<file path="src/sv/gvq_fifo.sv">
// Short word queue between the front end and the back end.
// Register based; no package dependencies.
`default_nettype none
module gvq_fifo #(
	parameter int WIDTH = 8,
	parameter int DEPTH = 4
) (
	input  wire              clk,
	input  wire              arst_n,
	input  wire              push,
	input  wire  [WIDTH-1:0] push_data,
	output logic             full,
	output logic             head_valid,
	output logic [WIDTH-1:0] head_data,
	input  wire              pop
);

	localparam int PW = (DEPTH > 1) ? $clog2(DEPTH) : 1;
	localparam int CW = $clog2(DEPTH + 1);

	logic [WIDTH-1:0] mem_q [DEPTH];
	logic [PW-1:0]    wr_q, rd_q;
	logic [CW-1:0]    cnt_q;
	logic             do_pop;

	assign full       = (cnt_q == CW'(DEPTH));
	assign head_valid = (cnt_q != '0);
	assign head_data  = mem_q[rd_q];
	assign do_pop     = pop && head_valid;

	always_ff @(posedge clk or negedge arst_n) begin
		if (!arst_n) begin
			wr_q  <= '0;
			rd_q  <= '0;
			cnt_q <= '0;
		end else begin
			if (push) begin
				wr_q <= (wr_q == PW'(DEPTH - 1)) ? '0 : wr_q + PW'(1);
			end
			if (do_pop) begin
				rd_q <= (rd_q == PW'(DEPTH - 1)) ? '0 : rd_q + PW'(1);
			end
			if (push && !do_pop) begin
				cnt_q <= cnt_q + CW'(1);
			end else if (!push && do_pop) begin
				cnt_q <= cnt_q - CW'(1);
			end
		end
	end

	always_ff @(posedge clk) begin
		if (push) begin
			mem_q[wr_q] <= push_data;
		end
	end

endmodule
`default_nettype wire

</file>
<file path="config.mk">
export PLATFORM = sky130hd
export DESIGN_NAME = gvq_fifo
export DESIGN_NICKNAME = d
export VERILOG_FILES = /design/src/sv/gvq_fifo.sv
export SDC_FILE = /design/constraint.sdc
export NUM_CORES = 1
export LEC_CHECK = 0
export BUFFER_PORTS_ARGS = -buffer_cell sky130_fd_sc_hd__buf_2
export CAP_MARGIN = 20
export CORE_MARGIN = 3
export CORE_UTILIZATION = 25
export DETAILED_ROUTE_END_ITERATION = 10
export PLACE_DENSITY = 0.52
export SYNTH_ARGS = -nofsm -noshare
export SYNTH_HDL_FRONTEND = slang
export SYNTH_SLANG_ARGS = --single-unit
</file>
<file path="constraint.sdc">
create_clock -name clk -period 3 [get_ports clk]
set_input_delay 0 -clock clk [delete_from_list [all_inputs] [get_ports clk]]
set_output_delay 0 -clock clk [all_outputs]
set_load 0.005 [all_outputs]
</file>
==> impl_metrics.toml <==
[sta]
setup_tns_ns = 0
hold_slack_ns = 0.0215
slew_headroom_pct = 57.1
rsz0062_at_grt = "no"
finalMaxSlewViolations = 0
tightest_slew_ns = 0.644
clock-skew-final_ns = 0.00568
finalHoldViolCount = 0
setup_viol = 0
fmax_mhz = 478
fin_crit_ns = 2.09
fin_crit_sh_pct = 69.7

[cts]
cts_buffers = 5
clock_sinks = 39
cts_buffer_depth = 2
cts-root-buf = "clkbuf_8"
cts_tree = "done"
clock_latency_ns = 0.28
postCtsSetupRepairBufs = 0
htreeDepth = 2
clk_pin_slew_worst_paths_ns = 0.07

[critical_path]
path_class = "flop to flop"
ff2ff_setup_slack_ns = 0.91
crit_path_start = "cnt_q[1]$_DFFE_PN0P_"
reg2regPathDepth = 8
endpoint_kind = "flop"
rr_endpoint = "cnt_q[2]$_DFFE_PN0P_"
reg2reg_from = "cnt_q[1]$_DFFE_PN0P_"
critPathMaxFanout = 4
setup.worst_path.start_class = "flop"
worstPathArrival_ns = 2.30
crit_required_ns = 3.21

[routing]
top_layer_used = "met4"
drtIter0Drc = 30
wirelength_um = 2680
antenna_left = 0
drc = 0
route.met3.wl_um = 143
dr_wl_met2_um = 1390
wl_per_cell_um = 14.1
dr.pass1.iters = 4
num_vias = 794
viasPerCell = 4.18
drt-met1-wl_um = 1140

[logic_synthesis]
synth_commonest_cells = "edfxtp_1 (32), mux4_2 (8), dfrtp_1 (7)"
netlist-cell-type-count = 19
syn_area_sq_um = 1580
synth.most_common_cell = "edfxtp_1"
synth_edf_count = 32
synth_cells = 79
postSynthAreaPerCell_sq_um = 20.0
synth_nets = 98
synth_top_area_cell = "edfxtp_1"
synth_area_leaders = "edfxtp_1 (61%), mux4_2 (11%), dfrtp_1 (11%)"
yosysWarnings = 0
ys.flop_type = "edfxtp_1"
synth.yosys.seq_area_share_pct = 71.8
synth_seq_cells = 39
yosys.area.top_type_share_pct = 60.7
synthArstFlopShare_pct = 17.9

[hold_path]
holdPathStages = 2
worstHoldStart = "push"
min_path_type = "primary input to flop"
hold_end = "wr_q[0]$_DFFE_PN0P_"

[global_routing]
grt_pass1_vias = 939
grt_pass1_wl_um = 4620
gr-total-overflow = 0
antenna_found_initial = 0
grt.total_usage_pct = 8.45
grt_max_degree = 13

[power_and_ir_drop]
power.density_nw_per_um2 = 908
vdd_drop_max_mv = 0.370
p_leak_nw = 0.744

[floorplan]
start_util_pct = 26.3
core-area_sq_um = 6030
rows = 28
die_h_um = 85.6
die_w_um = 85.6
num_io_pins = 22
die_area_sq_um = 7320

[layout]
final_nets = 133
post-route-util_pct = 33.1
multi_input_area_sq_um = 427
seq_area_sq_um = 1140
fillers = 599
drive_above_1_share_pct = 35.7
stdcell_area_sq_um = 2000
syn2layout_area_growth_pct = 26.1
antenna_cells = 0

[placement]
dpl.hpwl_um = 1840
portBuffers = 21
place_area_sq_um = 1770
gp_congestion = 0.676

[job]
maxCapViolCount = 0

[run_status]
status = "complete, no violations"
-- metrics by stage --
| step | power, W | setup WS [ns] | instances |
|---|---|---|---|
| after floorplan | 0.00114 | 1.06 | 79 |
| after global placement | 0.00130 | 1.04 | 173 |
| after detailed placement | 0.00133 | 0.899 | 173 |
| after CTS | 0.00185 | 0.892 | 190 |
| after global routing | 0.00194 | 0.825 | 190 |
| final | 0.00181 | 0.908 | 190 |
-- worst max-delay path, stage by stage (launching register included) --
cell	delay, ns
dfrtp_1	0.43
or3_4	0.42
nand2_4	0.10
ha_1	0.19
inv_1	0.07
fa_1	0.37
xor2_1	0.15
nor2_1	0.13
xor2_1	0.16
-- registers in the layout (all words and copies together), names as in the netlist --
name,flops
cnt_q,3
mem_q,32
rd_q,2
wr_q,2
-- report_power, final --
part | internal [W] | switching [W] | leakage [nW]
Combinational | 0.000281 | 0.000189 | 0.302
Sequential | 0.000713 | 0.000122 | 0.377
Clock | 0.000332 | 0.000176 | 0.0654
-- worst max-delay path by stage --
stage	to	slack, ns	depth (start not counted)
finish	cnt_q[2]$_DFFE_PN0P_	0.91	8
global placement	cnt_q[2]$_DFFE_PN0P_	1.04	8
global route	cnt_q[2]$_DFFE_PN0P_	0.83	8
CTS	cnt_q[2]$_DFFE_PN0P_	0.89	8
detailed placement	cnt_q[2]$_DFFE_PN0P_	0.90	8
floorplan	cnt_q[2]$_DFFE_PN0P_	1.06	8
-- placed cells by master, fill, tap and decap left out --
| cell type | instances |
|---|---|
| and2_1 | 4 |
| buf_2 | 21 |
| bufinv_16 | 2 |
| clkbuf_1 | 1 |
| clkbuf_8 | 5 |
| dfrtp_1 | 7 |
| dlygate4sd3_1 | 9 |
| edfxtp_1 | 32 |
| fa_1 | 1 |
| ha_1 | 6 |
| inv_1 | 3 |
| mux2_2 | 1 |
| mux2_4 | 2 |
| mux4_2 | 8 |
| nand2_1 | 2 |
| nand2_4 | 1 |
| nor2_1 | 3 |
| nor3b_1 | 1 |
| o21ai_0 | 2 |
| or3_4 | 1 |
| xnor2_1 | 1 |
| xor2_1 | 2 |
-- kinds of logic (layout without fill, tap and decap cells) --
group                      count (synthesis)  after routing  synth area share [%]
AOI/OAI and AO/OA                          2              2                 0.632
xor gates and xnor gates                   3              3                  1.66
adders and majority gates                  7              7                  6.01
buffers and inverters                      5             41                  1.26
DFF                                       39             39                  71.8
muxes                                     11             11                  14.0
and+or+nand+nor                           12             12                  4.66
-- timing repair --
action | in CTS | in global routing
resized for setup | 0 | 0
hold endpoints to repair | 39 | 0
endpoints found under the setup margin | 0 | 0
hold buffers | 9 | 0
-- area by class of cell --
cell class	count	share of cell area, %
flip-flops and latches	39	56.9
multi-input cells	35	21.4
repair buffers	30	9.78
well taps	75	4.70
clock buffers	6	3.64
clock inverters	2	3.01
inverters	3	0.564
-- layer usage --
layer	up-vias	global-route usage [%]
met5	-	0
met1	403	9.91
li1	369	-
met3	2	3.84
met4	0	2.59
met2	20	13.9
Power figures use the tool's default switching activity.
