$ cat config.mk
export PLATFORM = sky130hd
export DESIGN_NAME = gvq_front
export DESIGN_NICKNAME = d
export VERILOG_FILES = /design/src/sv/gvq_pkg.sv /design/src/sv/gvq_front.sv
export SDC_FILE = /design/constraint.sdc
export NUM_CORES = 1
export LEC_CHECK = 0
export ABC_CLOCK_PERIOD_IN_PS = 3800
export BUFFER_PORTS_ARGS = -buffer_cell sky130_fd_sc_hd__clkbuf_2
export CORE_AREA = 3 3 77 79
export DETAILED_ROUTE_END_ITERATION = 10
export DIE_AREA = 0 0 80 82
export PLACE_DENSITY_LB_ADDON = 0.08
export REMOVE_ABC_BUFFERS = 1
export SYNTH_ARGS = -nofsm -noshare
export SYNTH_HDL_FRONTEND = slang
export SYNTH_SLANG_ARGS = --single-unit
$ cat constraint.sdc
create_clock -name vclk -period 3.8
set_clock_uncertainty 0.05 [all_clocks]
set_input_delay 0.95 -clock vclk [all_inputs]
set_output_delay 0.95 -clock vclk [all_outputs]
set_load 0.01 [all_outputs]
$ cat src/sv/gvq_pkg.sv
// Package for the grid vorticity / Q stencil: shared widths, codes and the
// configuration register struct. No dependencies.
`default_nettype none
package gvq_pkg;

	localparam int IDX_W      = 5;
	localparam int VEL_W      = 16;
	localparam int DIM_W      = 6;
	localparam int INV_W      = 16;
	localparam int VORT_W     = 32;
	localparam int Q_W        = 48;
	localparam int CFG_IDX_W  = 3;
	localparam int CFG_DATA_W = 16;
	localparam int KIND_W     = 2;

	localparam logic CMD_WR = 1'b0;

	localparam logic [KIND_W-1:0] KIND_WR  = 2'd0;
	localparam logic [KIND_W-1:0] KIND_BRD = 2'd1;
	localparam logic [KIND_W-1:0] KIND_QRY = 2'd2;

	localparam logic [CFG_IDX_W-1:0] REG_DIM_X = 3'd0;
	localparam logic [CFG_IDX_W-1:0] REG_DIM_Y = 3'd1;
	localparam logic [CFG_IDX_W-1:0] REG_DIM_Z = 3'd2;
	localparam logic [CFG_IDX_W-1:0] REG_INV_X = 3'd3;
	localparam logic [CFG_IDX_W-1:0] REG_INV_Y = 3'd4;
	localparam logic [CFG_IDX_W-1:0] REG_INV_Z = 3'd5;

	localparam logic [DIM_W-1:0] DIM_RST = 6'd32;
	localparam logic [INV_W-1:0] INV_RST = 16'd256;

	typedef struct packed {
		logic [DIM_W-1:0] dim_x;
		logic [DIM_W-1:0] dim_y;
		logic [DIM_W-1:0] dim_z;
		logic [INV_W-1:0] inv_x;
		logic [INV_W-1:0] inv_y;
		logic [INV_W-1:0] inv_z;
	} cfg_t;

endpackage
`default_nettype wire

$ cat src/sv/gvq_front.sv
// Front end: accepts input words, classifies them (write, border query,
// interior query) and forms the store address. Depends on gvq_pkg.
`default_nettype none
module gvq_front #(
	parameter int GRID_SIDE = 32,
	parameter int VEL_BITS  = 16
) (
	input  wire gvq_pkg::cfg_t                 cfg,
	input  wire                                in_valid,
	output logic                               in_stall,
	input  wire                                cmd,
	input  wire  [gvq_pkg::IDX_W-1:0]          x_index,
	input  wire  [gvq_pkg::IDX_W-1:0]          y_index,
	input  wire  [gvq_pkg::IDX_W-1:0]          z_index,
	input  wire  signed [gvq_pkg::VEL_W-1:0]   vel_x,
	input  wire  signed [gvq_pkg::VEL_W-1:0]   vel_y,
	input  wire  signed [gvq_pkg::VEL_W-1:0]   vel_z,
	input  wire                                fifo_full,
	output logic                               push,
	output logic [gvq_pkg::KIND_W+$clog2(GRID_SIDE*GRID_SIDE*GRID_SIDE)+3*VEL_BITS-1:0] push_data
);

	localparam int G  = GRID_SIDE;
	localparam int VB = VEL_BITS;
	localparam int AW = $clog2(G * G * G);
	localparam int GL = $clog2(G + 1);
	localparam int LW = ((GL > gvq_pkg::DIM_W) ? GL : gvq_pkg::DIM_W) + 1;

	logic [LW-1:0] gv, dx, dy, dz, px, py, pz;
	logic          brd, oob;
	logic [AW-1:0] addr;
	logic [gvq_pkg::KIND_W-1:0] kind;
	logic signed [VB-1:0] vx, vy, vz;

	always_comb begin
		gv = LW'(G);
		px = LW'(x_index);
		py = LW'(y_index);
		pz = LW'(z_index);
		dx = (LW'(cfg.dim_x) > gv) ? gv : LW'(cfg.dim_x);
		dy = (LW'(cfg.dim_y) > gv) ? gv : LW'(cfg.dim_y);
		dz = (LW'(cfg.dim_z) > gv) ? gv : LW'(cfg.dim_z);
		brd = (px == '0) || (px + LW'(1) >= dx) ||
		      (py == '0) || (py + LW'(1) >= dy) ||
		      (pz == '0) || (pz + LW'(1) >= dz);
		oob = (px >= gv) || (py >= gv) || (pz >= gv);
		addr = AW'(x_index) + AW'(G) * (AW'(y_index) + AW'(G) * AW'(z_index));
		vx = VB'(vel_x);
		vy = VB'(vel_y);
		vz = VB'(vel_z);
		if (cmd == gvq_pkg::CMD_WR) begin
			kind = gvq_pkg::KIND_WR;
		end else if (brd) begin
			kind = gvq_pkg::KIND_BRD;
		end else begin
			kind = gvq_pkg::KIND_QRY;
		end
	end

	// drop writes outside the store
	assign in_stall  = fifo_full;
	assign push      = in_valid && !fifo_full && !((cmd == gvq_pkg::CMD_WR) && oob);
	assign push_data = {kind, addr, vz, vy, vx};

endmodule
`default_nettype wire

==> metrics.cfg <==
[run_status]
status = finished clean

[critical_path]
critPathMaxStageDelay_ns = 0.37
cp-startpoint = y_index[1]
crit_slowest_cell = a222oi_1
setup.worst_path.end = push_data[64]
cp-start-kind = primary input
critical_path.top_delay_family = compound AO/OA/AOI/OAI gates
critical_path.cell_chain = buf_8 > buf_4 > inv_1 > ha_1 > ha_1 > a21o_1 > a222oi_1 > and4_1 > buf_2
critPathCaptureType = primary output
worstSetupPathType = primary input to primary output
crit_required_ns = 2.80
worstSetupPathDepth = 9
path_max_fanout = 4
timing.critical_path.buf_inv = 4
cp_common_cell = ha_1
arrival_ns = 2.66

[logic_synthesis]
ys_warn_count = 0
synth_seq_area_share = 0
synth_top_cell_by_area = buf_4
synthesis.area_um2 = 1202
synth_common_cells = buf_4 (64), ha_1 (24), nand2_1 (16)
syn_inst = 162
yosysMostFrequentCell = buf_4
synth_area_leaders = buf_4 (40%), ha_1 (25%), nand2_1 (5.0%)
ys_types = 23
synth_top_area_share = 0.3996
avgSynthCellArea_um2 = 7.422

[route]
via_per_inst = 4.321
dr.pass1.iters = 4
drc = 0
ant_nets = 0
routed_wirelength_um = 5894
drtIter0Drc = 39
vias = 1011
wl_per_cell_um = 25.19

[final_layout]
antenna_cells = 0
regArea_um2 = 0
n_clock_buffer = 0
layout-drive-gt1-share = 0.4321
area_growth_pct = 2.601
layoutNonFillerInstCount = 234
nNetsFinal = 320
nFlopsAndLatches = 0

[timing]
setup_viol = 0
drv_slew = 0
rsz0062_at_grt = true
tightest_slew_ns = 0.4876
period_minus_slack_ns = 3.662
setup_slack_ns = 0.1383
timing.final.crit_share = 0.9636
hold_viol = 0
fin_tns_setup_ns = 0
slew_headroom = 0.6704
max_freq_mhz = 273.1

[global_route]
grt_pass1_wl_um = 7596
antenna_found_initial = 0
grt_pass1_vias = 1037
grt_max_degree = 6
grt_usage = 0.1702
grt-ovfl-total = 0

[pwr]
ir_drop_v = 0.00003442
p_leak_nw = 0.6711
power_density_nw_per_um2 = 108.4

[floorplanning]
fp.dieH_um = 82
num_rows = 27
initial_core_util = 0.2225
die-area_um2 = 6560
ioPinCount = 199
core_um2 = 5405
die_w_um = 80

[worst_hold_path]
hold_path_class = primary input to primary output

[placement]
pre_cts_slack_ns = -0.002228
routabilityCongestion = 0.7898
dp_cells = 234
dpl.hpwl_um = 5702
io_buffer_count = 55

[flow_run]
drv_cap = 0

[clock_tree]
postCtsHoldBufs = 0
post-cts-setup-buffers = 0

-- per-stage QoR --
step / hold WS (ns) / utilization / total power (W) / instance area, um^2
6_report: 1.850 / 0.2282 / 0.0001337 / 1234
5_1_grt: 1.850 / 0.2282 / 0.0001546 / 1234
4_1_cts: 1.850 / 0.2137 / 0.0001290 / 1155
3_5_place_dp: 1.850 / 0.2137 / 0.0001280 / 1155
3_3_place_gp: 1.850 / 0.2137 / 0.0001269 / 1155
2_1_floorplan: 1.850 / - / 0.00005881 / 721.9
-- cells by family (layout without fill, tap and decap cells) --
kind of cell | Yosys count | count (layout) | synth area share
buffers and inverters | 74 | 74 | 0.4308
AOI/OAI and AO/OA | 12 | 12 | 0.07077
adders and majority gates | 24 | 24 | 0.2497
xor gates and xnor gates | 9 | 9 | 0.06556
and+or+nand+nor | 43 | 43 | 0.1831
-- repair_timing --
action                                  in CTS  in global routing
gates resized for setup                      0                 24
endpoints found under the setup margin       1                  2
pin swaps                                    1                  9
-- power by group --
| group | leakage, nW | internal, W | switching [W] |
|---|---|---|---|
| registers | 0 | 0 | 0 |
| logic | 0.671 | 0.0000671 | 0.0000665 |
| clock network | 0 | 0 | 0 |
| total | 0.671 | 0.0000671 | 0.0000665 |
-- metal layers --
metal | track usage | routed length (um) | share of wire
met5 | 0.01667 | 0 | 0
met4 | 0.09966 | 375 | 0.064
met1 | 0.1252 | 1391 | 0.24
met2 | 0.3411 | 3213 | 0.55
met3 | 0.08662 | 914 | 0.16
-- worst min path at each step --
stage	end	depth (start not counted)	startpoint
floorplan	in_stall	0	fifo_full
global placement	push_data[34]	0	vel_z[2]
detailed placement	push_data[34]	0	vel_z[2]
CTS	push_data[34]	0	vel_z[2]
global route	push_data[12]	0	vel_x[12]
finish	push_data[4]	0	vel_x[4]
-- cell type report --
class	instances	area (um^2)
tap	72	90.09
timing repair buffer	64	377.9
inverter	10	37.54
fill	617	4172
multi-input combinational	88	728.2
-- layout by cell type (no fill, tap or decap), types with 4 or more instances in the layout --
cell type,Yosys,final
ha_1,24,23
nor2b_1,4,4
nand3_1,8,7
nand2_1,16,16
a21o_1,4,4
nor2_1,4,4
buf_4,64,8
xnor2_1,6,5
inv_1,10,9
clkbuf_2,0,51
(Power assumes the default switching activity.)
